[config.mk]
export PLATFORM = sky130hd
export DESIGN_NAME = fractional_square_wave_generator
export DESIGN_NICKNAME = d
export VERILOG_FILES = /design/src/hdl/fsw_pkg.sv /design/src/hdl/fsw_datapath.sv /design/src/hdl/fsw_controller.sv /design/src/hdl/fractional_square_wave_generator.sv
export SDC_FILE = /design/constraint.sdc
export NUM_CORES = 1
export LEC_CHECK = 0
export BUFFER_PORTS_ARGS = -buffer_cell sky130_fd_sc_hd__buf_2
export CELL_PAD_IN_SITES_DETAIL_PLACEMENT = 1
export CELL_PAD_IN_SITES_GLOBAL_PLACEMENT = 2
export CORE_UTILIZATION = 43
export DETAILED_ROUTE_END_ITERATION = 6
export GPL_TIMING_DRIVEN = 0
export PLACE_DENSITY_LB_ADDON = 0.1
export SYNTH_ARGS = -nofsm -noshare
export SYNTH_HDL_FRONTEND = slang
export SYNTH_SLANG_ARGS = --single-unit
[constraint.sdc]
create_clock -name aclk -period 16.8 [get_ports aclk]
set_input_delay 3.36 -clock aclk [delete_from_list [all_inputs] [get_ports aclk]]
set_output_delay 3.36 -clock aclk [all_outputs]
set_load 0.02 [all_outputs]
[src/hdl/fsw_pkg.sv]
`timescale 1ns / 1ps

package fsw_pkg;

    localparam int COUNTER_WIDTH  = 16;
    localparam int FREQ_WIDTH     = 20;
    localparam int HALF_WIDTH     = COUNTER_WIDTH - 1;
    localparam int PRESCALE_WIDTH = 10;
    localparam int DIVIDEND_WIDTH = 26;
    localparam int STEP_WIDTH     = $clog2(DIVIDEND_WIDTH);

    localparam logic [DIVIDEND_WIDTH-1:0] REF_SLOW = DIVIDEND_WIDTH'(50000);
    localparam logic [DIVIDEND_WIDTH-1:0] REF_MID  = DIVIDEND_WIDTH'(6000000);
    localparam logic [DIVIDEND_WIDTH-1:0] REF_FAST = DIVIDEND_WIDTH'(48000000);

    localparam logic [PRESCALE_WIDTH-1:0] DIV_SLOW_M1 = PRESCALE_WIDTH'(960 - 1);
    localparam logic [PRESCALE_WIDTH-1:0] DIV_MID_M1  = PRESCALE_WIDTH'(8 - 1);

    localparam logic [FREQ_WIDTH-1:0] LIMIT_SLOW = FREQ_WIDTH'(100);
    localparam logic [FREQ_WIDTH-1:0] LIMIT_MID  = FREQ_WIDTH'(1000);

    localparam logic [STEP_WIDTH-1:0] DIV_LAST_STEP = STEP_WIDTH'(DIVIDEND_WIDTH - 1);

    typedef enum logic [1:0] {
        PSEL_DIV1   = 2'd0,
        PSEL_DIV8   = 2'd1,
        PSEL_DIV960 = 2'd2,
        PSEL_UNUSED = 2'd3
    } psel_t;

    // controller -> datapath
    typedef struct packed {
        logic tick;
        logic stop;
        logic div_start;
        logic div_step;
        logic setup_load;
        logic out_load;
    } fsw_cmd_t;

    // datapath -> controller
    typedef struct packed {
        logic freq_zero;
        logic div_last;
    } fsw_status_t;

endpackage

[src/hdl/fsw_datapath.sv]
`timescale 1ns / 1ps

module fsw_datapath (
    input  logic                          aclk,
    input  logic                          aresetn,
    input  logic                          cfg_wr_en,
    input  logic [fsw_pkg::FREQ_WIDTH-1:0] cfg_wr_data,
    input  fsw_pkg::fsw_cmd_t             cmd,
    output fsw_pkg::fsw_status_t          status,
    output logic                          out_level,
    output logic                          out_period_end
);
    import fsw_pkg::*;

    logic [FREQ_WIDTH-1:0]     target_freq_reg;
    logic [PRESCALE_WIDTH-1:0] prescale_count_reg, prescale_count_next;
    logic [COUNTER_WIDTH-1:0]  period_count_reg, period_count_next;
    logic [COUNTER_WIDTH-1:0]  period_base_reg, period_base_next;
    logic [HALF_WIDTH-1:0]     half_period_reg, half_period_next;
    logic [FREQ_WIDTH-1:0]     frac_rem_reg, frac_rem_next;
    logic [FREQ_WIDTH-1:0]     cycle_phase_reg, cycle_phase_next;
    psel_t                     psel_reg, psel_next;
    logic                      running_reg, running_next;

    logic [FREQ_WIDTH-1:0]     div_freq_reg, div_freq_next;
    logic [FREQ_WIDTH-1:0]     div_rem_reg, div_rem_next;
    logic [DIVIDEND_WIDTH-1:0] div_quo_reg, div_quo_next;
    logic [STEP_WIDTH-1:0]     div_count_reg, div_count_next;

    logic out_level_reg, out_level_next;
    logic out_end_reg, out_end_next;

    logic [FREQ_WIDTH:0]       trial;
    logic [FREQ_WIDTH:0]       trial_diff;
    logic [COUNTER_WIDTH-1:0]  quo_sat;
    logic [FREQ_WIDTH-1:0]     phase_inc;

    function automatic logic [COUNTER_WIDTH-1:0] load_value(
        input logic [COUNTER_WIDTH-1:0] base,
        input logic [FREQ_WIDTH-1:0]    phase,
        input logic [FREQ_WIDTH-1:0]    frac
    );
        logic [COUNTER_WIDTH:0] len;
        len = {1'b0, base} + {{COUNTER_WIDTH{1'b0}}, (phase < frac)};
        return COUNTER_WIDTH'(len - 1'b1);
    endfunction

    function automatic logic [PRESCALE_WIDTH-1:0] prescale_last(input psel_t sel);
        logic [PRESCALE_WIDTH-1:0] last;
        case (sel)
            PSEL_DIV960: last = DIV_SLOW_M1;
            PSEL_DIV8:   last = DIV_MID_M1;
            default:     last = '0;
        endcase
        return last;
    endfunction

    assign status.freq_zero = (target_freq_reg == '0);
    assign status.div_last  = (div_count_reg == '0);

    assign trial      = {div_rem_reg, div_quo_reg[DIVIDEND_WIDTH-1]};
    assign trial_diff = trial - {1'b0, div_freq_reg};
    assign quo_sat    = (|div_quo_reg[DIVIDEND_WIDTH-1:COUNTER_WIDTH]) ? '1 :
                        (div_quo_reg[COUNTER_WIDTH-1:0] == '0) ? COUNTER_WIDTH'(1) :
                        div_quo_reg[COUNTER_WIDTH-1:0];
    assign phase_inc  = cycle_phase_reg + 1'b1;

    always_comb begin
        prescale_count_next = prescale_count_reg;
        period_count_next   = period_count_reg;
        period_base_next    = period_base_reg;
        half_period_next    = half_period_reg;
        frac_rem_next       = frac_rem_reg;
        cycle_phase_next    = cycle_phase_reg;
        psel_next           = psel_reg;
        running_next        = running_reg;
        div_freq_next       = div_freq_reg;
        div_rem_next        = div_rem_reg;
        div_quo_next        = div_quo_reg;
        div_count_next      = div_count_reg;
        out_level_next      = out_level_reg;
        out_end_next        = out_end_reg;

        if (cmd.tick) begin
            out_end_next = 1'b0;
            if (!running_reg) begin
                out_level_next = 1'b1;
            end else begin
                out_level_next = (period_count_reg <= {1'b0, half_period_reg});
                if (prescale_count_reg >= prescale_last(psel_reg)) begin
                    prescale_count_next = '0;
                    if (period_count_reg == '0) begin
                        cycle_phase_next  = (phase_inc >= target_freq_reg) ? '0 : phase_inc;
                        period_count_next = load_value(period_base_reg, cycle_phase_next,
                                                       frac_rem_reg);
                        out_end_next      = 1'b1;
                    end else begin
                        period_count_next = period_count_reg - 1'b1;
                    end
                end else begin
                    prescale_count_next = prescale_count_reg + 1'b1;
                end
            end
        end

        if (cmd.stop) begin
            running_next        = 1'b0;
            prescale_count_next = '0;
            cycle_phase_next    = '0;
            period_count_next   = '0;
            period_base_next    = '0;
            half_period_next    = '0;
            frac_rem_next       = '0;
            psel_next           = PSEL_DIV1;
            out_level_next      = 1'b1;
            out_end_next        = 1'b0;
        end

        if (cmd.div_start) begin
            div_freq_next  = target_freq_reg;
            div_rem_next   = '0;
            div_count_next = DIV_LAST_STEP;
            if (target_freq_reg < LIMIT_SLOW) begin
                div_quo_next = REF_SLOW;
                psel_next    = PSEL_DIV960;
            end else if (target_freq_reg <= LIMIT_MID) begin
                div_quo_next = REF_MID;
                psel_next    = PSEL_DIV8;
            end else begin
                div_quo_next = REF_FAST;
                psel_next    = PSEL_DIV1;
            end
        end

        if (cmd.div_step) begin
            if (!trial_diff[FREQ_WIDTH]) begin
                div_rem_next = trial_diff[FREQ_WIDTH-1:0];
            end else begin
                div_rem_next = trial[FREQ_WIDTH-1:0];
            end
            div_quo_next   = {div_quo_reg[DIVIDEND_WIDTH-2:0], !trial_diff[FREQ_WIDTH]};
            div_count_next = div_count_reg - 1'b1;
        end

        if (cmd.setup_load) begin
            running_next        = 1'b1;
            prescale_count_next = '0;
            cycle_phase_next    = '0;
            period_base_next    = quo_sat;
            half_period_next    = quo_sat[COUNTER_WIDTH-1:1];
            frac_rem_next       = div_rem_reg;
            period_count_next   = load_value(quo_sat, '0, div_rem_reg);
            out_level_next      = (period_count_next <= {1'b0, half_period_next});
            out_end_next        = 1'b0;
        end
    end

    always_ff @(posedge aclk) begin
        if (!aresetn) begin
            target_freq_reg    <= '0;
            prescale_count_reg <= '0;
            period_count_reg   <= '0;
            period_base_reg    <= '0;
            half_period_reg    <= '0;
            frac_rem_reg       <= '0;
            cycle_phase_reg    <= '0;
            psel_reg           <= PSEL_DIV1;
            running_reg        <= 1'b0;
        end else begin
            if (cfg_wr_en) begin
                target_freq_reg <= cfg_wr_data;
            end
            prescale_count_reg <= prescale_count_next;
            period_count_reg   <= period_count_next;
            period_base_reg    <= period_base_next;
            half_period_reg    <= half_period_next;
            frac_rem_reg       <= frac_rem_next;
            cycle_phase_reg    <= cycle_phase_next;
            psel_reg           <= psel_next;
            running_reg        <= running_next;
        end
    end

    always_ff @(posedge aclk) begin
        div_freq_reg  <= div_freq_next;
        div_rem_reg   <= div_rem_next;
        div_quo_reg   <= div_quo_next;
        div_count_reg <= div_count_next;
        if (cmd.out_load) begin
            out_level_reg <= out_level_next;
            out_end_reg   <= out_end_next;
        end
    end

    assign out_level      = out_level_reg;
    assign out_period_end = out_end_reg;

endmodule

[src/hdl/fsw_controller.sv]
`timescale 1ns / 1ps

module fsw_controller (
    input  logic                 aclk,
    input  logic                 aresetn,
    input  logic                 s_valid,
    output logic                 s_ready,
    input  logic                 s_restart,
    output logic                 m_valid,
    input  logic                 m_ready,
    input  fsw_pkg::fsw_status_t status,
    output fsw_pkg::fsw_cmd_t    cmd
);
    import fsw_pkg::*;

    typedef enum logic [2:0] {
        ST_IDLE   = 3'b001,
        ST_DIV    = 3'b010,
        ST_FINISH = 3'b100
    } state_t;

    state_t state_reg, state_next;
    logic   m_valid_reg, m_valid_next;
    logic   out_free;
    logic   accept;

    assign out_free = !m_valid_reg || m_ready;
    assign s_ready  = (state_reg == ST_IDLE) && out_free;
    assign accept   = s_valid && s_ready;
    assign m_valid  = m_valid_reg;

    always_comb begin
        state_next = state_reg;
        cmd        = '0;
        unique case (state_reg)
            ST_IDLE: begin
                if (accept) begin
                    if (!s_restart) begin
                        cmd.tick     = 1'b1;
                        cmd.out_load = 1'b1;
                    end else if (status.freq_zero) begin
                        cmd.stop     = 1'b1;
                        cmd.out_load = 1'b1;
                    end else begin
                        cmd.div_start = 1'b1;
                        state_next    = ST_DIV;
                    end
                end
            end
            ST_DIV: begin
                cmd.div_step = 1'b1;
                if (status.div_last) begin
                    state_next = ST_FINISH;
                end
            end
            ST_FINISH: begin
                if (out_free) begin
                    cmd.setup_load = 1'b1;
                    cmd.out_load   = 1'b1;
                    state_next     = ST_IDLE;
                end
            end
            default: state_next = ST_IDLE;
        endcase
    end

    always_comb begin
        if (cmd.out_load) begin
            m_valid_next = 1'b1;
        end else if (m_ready) begin
            m_valid_next = 1'b0;
        end else begin
            m_valid_next = m_valid_reg;
        end
    end

    always_ff @(posedge aclk) begin
        if (!aresetn) begin
            state_reg   <= ST_IDLE;
            m_valid_reg <= 1'b0;
        end else begin
            state_reg   <= state_next;
            m_valid_reg <= m_valid_next;
        end
    end

endmodule

[src/hdl/fractional_square_wave_generator.sv]
`timescale 1ns / 1ps
// Tick transaction: result registered in the cycle after acceptance, one tick per cycle
// when the output is not stalled. Restart transaction, nonzero frequency: 26-step restoring
// divider (one quotient bit per cycle), then a load step waiting for a free output; no input
// taken meanwhile. Zero-frequency restart: stops the block, result in the next cycle.
// Synchronous active-low reset: stopped, outputs high on ticks, frequency register zero.

module fractional_square_wave_generator (
    input  logic                          aclk,
    input  logic                          aresetn,
    input  logic                          cfg_wr_en,
    input  logic [fsw_pkg::FREQ_WIDTH-1:0] cfg_wr_data,
    input  logic                          s_valid,
    output logic                          s_ready,
    input  logic                          s_restart,
    output logic                          m_valid,
    input  logic                          m_ready,
    output logic                          m_mod_level,
    output logic                          m_rf_enable_level,
    output logic                          m_period_end
);
    import fsw_pkg::*;

    fsw_cmd_t    cmd;
    fsw_status_t status;
    logic        level;

    fsw_controller u_ctrl (
        .aclk     (aclk),
        .aresetn  (aresetn),
        .s_valid  (s_valid),
        .s_ready  (s_ready),
        .s_restart(s_restart),
        .m_valid  (m_valid),
        .m_ready  (m_ready),
        .status   (status),
        .cmd      (cmd)
    );

    fsw_datapath u_dp (
        .aclk          (aclk),
        .aresetn       (aresetn),
        .cfg_wr_en     (cfg_wr_en),
        .cfg_wr_data   (cfg_wr_data),
        .cmd           (cmd),
        .status        (status),
        .out_level     (level),
        .out_period_end(m_period_end)
    );

    assign m_mod_level       = level;
    assign m_rf_enable_level = level;

    a_tick_result: assert property (@(posedge aclk) disable iff (!aresetn)
        (s_valid && s_ready && !s_restart) |=> m_valid)
        else $error("tick transaction produced no result");

    a_restart_busy: assert property (@(posedge aclk) disable iff (!aresetn)
        (s_valid && s_ready && s_restart && !status.freq_zero) |=> (!s_ready && !m_valid))
        else $error("input taken or result shown during divide");

    a_end_level: assert property (@(posedge aclk) disable iff (!aresetn)
        (m_valid && m_period_end) |-> m_mod_level)
        else $error("period end with low level");

    a_one_cmd: assert property (@(posedge aclk) disable iff (!aresetn)
        $countones({cmd.tick, cmd.stop, cmd.div_start, cmd.div_step, cmd.setup_load}) <= 1)
        else $error("conflicting datapath commands");

endmodule
# Word-level counts from Yosys, hierarchy flattened
# Cells that the tools add are included.
# classes
addsub	9
order_cmp	8
eq_ne	10
mux	62
n_bitwise	1
n_reduce_logical	24
# op_table
operator	count
16-bit two-way mux	10
20-bit two-way mux	6
26-bit two-way mux	4
16-bit by 1-bit subtractor with 16-bit output, second input constant	3
16-bit by 1-bit adder with 16-bit output	2
16-bit by 15-bit <= comparator with 1-bit output	2
16-bit logical NOT	2
10-bit two-way mux	3
15-bit two-way mux	2
3-bit two-way mux	7
21-bit by 20-bit subtractor with 21-bit output	1
20-bit by 1-bit adder with 20-bit output, second input constant	1
20-bit >= comparator	1
20-bit by 10-bit <= comparator with 1-bit output, second input constant	1
20-bit logical NOT	1
1-bit by 20-bit less-than comparator with 1-bit output, first input constant	1
20-bit less-than comparator	1
20-bit by 7-bit less-than comparator with 1-bit output, second input constant	1
1-bit two-way mux	20
10-bit case mux with 2 select lines	1
10-bit by 1-bit adder with 10-bit output, second input constant	1
10-bit >= comparator	1
2-bit two-way mux	5
5-bit two-way mux	2
other kinds (24)	35
# totals
regBits	197
input_bits	26
out_inout_bits	5
wordCells	131

# Logic depth before layout (Yosys ltp)
# depth
word_depth	13
depth_mapped	36
mapped_depth_nobuf	33

# Cells and area by module
# Synthesis repeated with hierarchy kept, for this count alone.
# unflattened
cells_unflattened	1294
hier_area_um2	11319.6
# modules_own_cells
module	instances	cells_each	area_each_um2	seq_area_each_um2
fsw_datapath	1	1260	11029.3	4294.1
fsw_controller	1	33	282.8	80.1
fractional_square_wave_generator	1	1	7.5	0.0

# Worst setup path after synthesis
# No wires, ideal clock.
# synth_timing
path_kind	input to output
startpoint	input port m_ready
endpoint	output port s_ready
arrival_time_ns	3.934
required_time_ns	13.440
slack_ns	9.506
path_stages	2
path_buffers	0
cell_sequence	nor2b_1 -> nor3_1
# synth_via
elab_chain_len	2
# synth_lines
item	line	source
from (decl)	fractional_square_wave_generator.sv:17	input logic m_ready,
1-bit logical OR	fsw_controller.sv:27	assign out_free = !m_valid_reg || m_ready;
1-bit logical AND	fsw_controller.sv:28	assign s_ready = (state_reg == ST_IDLE) && out_free;
to (decl)	fractional_square_wave_generator.sv:14	output logic s_ready,
# Every way passes these cells.

# Worst setup path after layout
# layout_timing
startpoint	register u_dp.cycle_phase_reg[2]
endpoint	register u_dp.period_count_reg[15]
# layout_via
elab_chain_len	12
# layout_lines
item	line	source
from (decl)	fsw_datapath.sv:21	logic [FREQ_WIDTH-1:0] cycle_phase_reg, cycle_phase_next;
from (signal assigned)	fsw_datapath.sv:178	cycle_phase_reg <= cycle_phase_next;
20-bit by 1-bit adder with 20-bit output *	fsw_datapath.sv:66	assign phase_inc = cycle_phase_reg + 1'b1;
20-bit >= comparator	fsw_datapath.sv:93	cycle_phase_next = (phase_inc >= target_freq_reg) ? '0 : phase_inc;
20-bit two-way mux *	fsw_datapath.sv:93	
20-bit less-than comparator *	fsw_datapath.sv:44	len = {1'b0, base} + {{COUNTER_WIDTH{1'b0}}, (phase < frac)};
16-bit by 1-bit adder with 16-bit output *	fsw_datapath.sv:44	
16-bit by 1-bit subtractor with 16-bit output *	fsw_datapath.sv:45	return COUNTER_WIDTH'(len - 1'b1);
16-bit two-way mux *	fsw_datapath.sv:92	if (period_count_reg == '0) begin
16-bit two-way mux *	fsw_datapath.sv:90	if (prescale_count_reg >= prescale_last(psel_reg)) begin
16-bit two-way mux *	fsw_datapath.sv:86	if (!running_reg) begin
16-bit two-way mux *	fsw_datapath.sv:84	if (cmd.tick) begin
16-bit two-way mux *	fsw_datapath.sv:106	if (cmd.stop) begin
16-bit two-way mux *	fsw_datapath.sv:145	if (cmd.setup_load) begin
to (signal assigned)	fsw_datapath.sv:174	period_count_reg <= period_count_next;
to (decl)	fsw_datapath.sv:17	logic [COUNTER_WIDTH-1:0] period_count_reg, period_count_next;
# Every way passes the cells marked *; elsewhere a longest branch is shown, timed or not. The select of a mux whose other input is x is not followed.
# A chain may end at the register's enable or synchronous reset.

==> summary.txt <==
Drt
  • Routed Antenna Nets: 0
  • Post-route DRC: 0
  • Initial DRT Pass Iterations: 4
  • Metal3 WL: 822 µm
  • Initial DRC count: 479
  • Met2 WL: 17400 µm
  • Top Metal Used: met4
  • Vias/cell: 5.68
  • Via count: 9619
  • Drt wl/cell: 20.6 µm
  • WL final: 34800 µm
  • Post-route met1 wirelength: 15800 µm

Synth
  • Post-Syn Instances: 1296
  • Netlist Area Pre-Place: 0.0114 mm²
  • Post-synth net total: 1431
  • Post-synth EDFFs: 73
  • Synthesis warning total: 0
  • Yosys top cell area share: 0.192
  • Sequential share of the synthesized area: 0.382
  • Ys flop type: dfxtp_1
  • Distinct cells, synth: 71
  • Top post-synthesis cells by area: edfxtp_1 (19%), dfxtp_1 (19%), ha_1 (12%)
  • Count leader, synth: nor2_1
  • Top cells by count, synth: nor2_1 (139), nand2_1 (112), dfxtp_1 (109), ha_1 (108), inv_1 (108)
  • Flops & latches, synth: 182
  • Avg Inst Size Synth: 8.83 µm²
  • Cell taking the most area after synthesis: edfxtp_1
  • Ys async rst share: 0

STA
  • Final Max Tran Viols: 0
  • Final setup viols: 0
  • RSZ-0062 raised after global routing: no
  • Min Tclk post-route: 8.37 ns
  • F_max: 0.119 GHz
  • Final hold slack: 0.463 ns
  • Crit share post-route: 0.498
  • Final hold vios: 0
  • Skew final: 0.0195 ns
  • Slew margin rel.: 0.163
  • Worst-Margin Slew: 1.26 ns
  • TNS Setup: 0 ns
  • Final worst setup slack: 8.43 ns

Critical path
  • Critical path class: register to register
  • Crit-path max cell delay: 0.66 ns
  • CP max-delay cell: or4b_2
  • Data arrival, critical path: 8.71 ns
  • Reg2reg path depth: 33
  • Worst reg2reg path endpoint: u_dp.period_count_reg[15]
  • Crit start category: register
  • Crit end category: register
  • Critical path required time: 17.14 ns
  • Crit-path max FO: 10
  • Reg-to-reg slack, setup: 8.43 ns
  • R2R Path Start: u_dp.cycle_phase_reg[2]
  • Crit path top cell by count: a21o_1

Layout
  • Final cell utilization of the core: 0.486
  • Diode count: 0
  • Layout area overhead: 10.7%
  • Fin cells: 1693
  • Fillers: 3136
  • Seq. cell area: 0.00437 mm²
  • Final nets: 1480
  • Share of layout cells above drive strength 1: 0.0847
  • Multi-input gate area: 0.00646 mm²
  • Max reg flops: 26

Floorplan
  • # rows: 59
  • Chip Height: 165 µm
  • I/O pin cnt: 31
  • DIE AREA: 0.0273 mm²
  • Horiz. Die Dim: 165 µm
  • Placeable core area: 0.0261 mm²
  • Starting Density: 0.439

Place
  • Placed Cells: 1661
  • Port Buffers: 29
  • HPWL after detailed placement: 27200 µm
  • Pre-CTS setup slack: 8.47 ns
  • Global placement routability congestion: 0.838

Clocking
  • Hold buffer count at cts: 0
  • Total CTS buffers: 17
  • CTS Sinks: 182
  • TritonCTS clock tree: done
  • Worst skew pair latency: 0.45 ns
  • Max Root-Sink Buffers: 2
  • Resized cells post-CTS: 0
  • CTS Root Cell: clkbuf_16
  • Worst-path clk slew: 0.08 ns
  • H-tree levels: 4
  • Post-CTS setup repair buffer count: 0

Min path
  • HP Class: register to register
  • Hold-critical path endpoint: u_dp.psel_reg[0]
  • Hold Crit Depth: 2
  • Hold path start: u_dp.psel_reg[0]

Run
  • Total of max-cap violations: 0

Run status
  • Status: finished clean

Global route
  • Overall Global Routing Usage: 0.263
  • Vias in the first global route: 9835
  • Initial antenna violation count: 0
  • Global-route wire length before repair: 54200 µm
  • Remaining global-route overflow: 0
  • Largest net degree at the start of global routing: 52

Pwr
  • PwrDens: 81.2 mW/mm²
  • Worst VDD drop: 0.0477 mV
  • Lkg Pwr: 5.36 nW
==> routing by layer <==
| metal | vias up | GRT usage |
|---|---|---|
| li1 | 4724 | - |
| met1 | 4729 | 0.332 |
| met2 | 124 | 0.465 |
| met3 | 42 | 0.0275 |
| met4 | 0 | 0.0842 |
| met5 | - | 0 |
==> placed cells by master, fill, tap and decap left out, types with 8 or more instances in the layout <==
cell and count:
a21oi_1 59, nor2_1 139, nor2b_1 12, and2_1 12, o21ai_0 71, clkbuf_1 28
nand3_1 39, nor3_1 24, or3_1 9, nand2_1 112, dfxtp_1 109, xor2_1 35
a31oi_1 10, o22ai_1 20, edfxtp_1 73, mux2i_1 21, nor4_1 19, a211oi_1 14
ha_1 108, clkinv_8 8, a21o_1 40, nand2b_1 16, o21ai_2 12, clkbuf_16 17
xnor2_1 40, buf_2 41, o21a_1 23, inv_1 108, o31ai_1 8, nand4_1 33
==> metrics by stage <==
stage	total power, mW	area (µm²)
5_1_grt	1.06	12700
2_1_floorplan	0.576	11400
6_report	1.03	12700
4_1_cts	1.03	12700
3_3_place_gp	0.613	12000
3_5_place_dp	0.617	12000
==> worst max-delay path, delay by kind of cell (launching register included) <==
kind / cells / cell delay, ns
XOR/XNOR: 2 / 0.59
AO/OA/AOI/OAI: 14 / 2.22
adder cells (fa/ha/maj): 3 / 0.92
buffers and inverters: 3 / 0.92
flip-flops: 1 / 0.44
AND/OR/NAND/NOR: 11 / 3.19
==> worst max path at each step <==
| stage | depth (start not counted) | startpoint | slack (ns) | end |
|---|---|---|---|---|
| after floorplan | 2 | m_ready | 9.51 | s_ready |
| after global placement | 33 | u_dp.cycle_phase_reg[2] | 8.59 | u_dp.period_count_reg[15] |
| after detailed placement | 33 | u_dp.cycle_phase_reg[2] | 8.47 | u_dp.period_count_reg[15] |
| after CTS | 33 | u_dp.cycle_phase_reg[2] | 8.43 | u_dp.period_count_reg[15] |
| after global routing | 33 | u_dp.cycle_phase_reg[2] | 7.73 | u_dp.period_count_reg[15] |
| final | 33 | u_dp.cycle_phase_reg[2] | 8.43 | u_dp.period_count_reg[15] |
==> cell families (layout without fill, tap and decap cells) <==
kind of cell / Yosys count / in the layout / share of synthesized area
compound gates: 294 / 294 / 0.169
xor+xnor: 75 / 75 / 0.0574
buf+inv: 154 / 216 / 0.0538
flops: 182 / 182 / 0.382
mux: 21 / 21 / 0.0184
fa+ha+maj: 109 / 109 / 0.120
simple gates: 461 / 461 / 0.199
==> cell type report <==
type / count / area share
Multi-Input combinational cell: 960 / 0.510
Clock inverter: 15 / 0.0158
Timing Repair Buffer: 30 / 0.0136
Sequential cell: 182 / 0.345
Clock buffer: 17 / 0.0336
Tap cell: 335 / 0.0331
Inverter: 109 / 0.0323
Buffer: 45 / 0.0163
==> where the power goes <==
group	switching [mW]	internal [mW]	leakage, nW
registers	0.0150	0.475	1.55
clock network	0.217	0.204	0.295
logic	0.0744	0.0433	3.51
(Power assumes the default switching activity.)
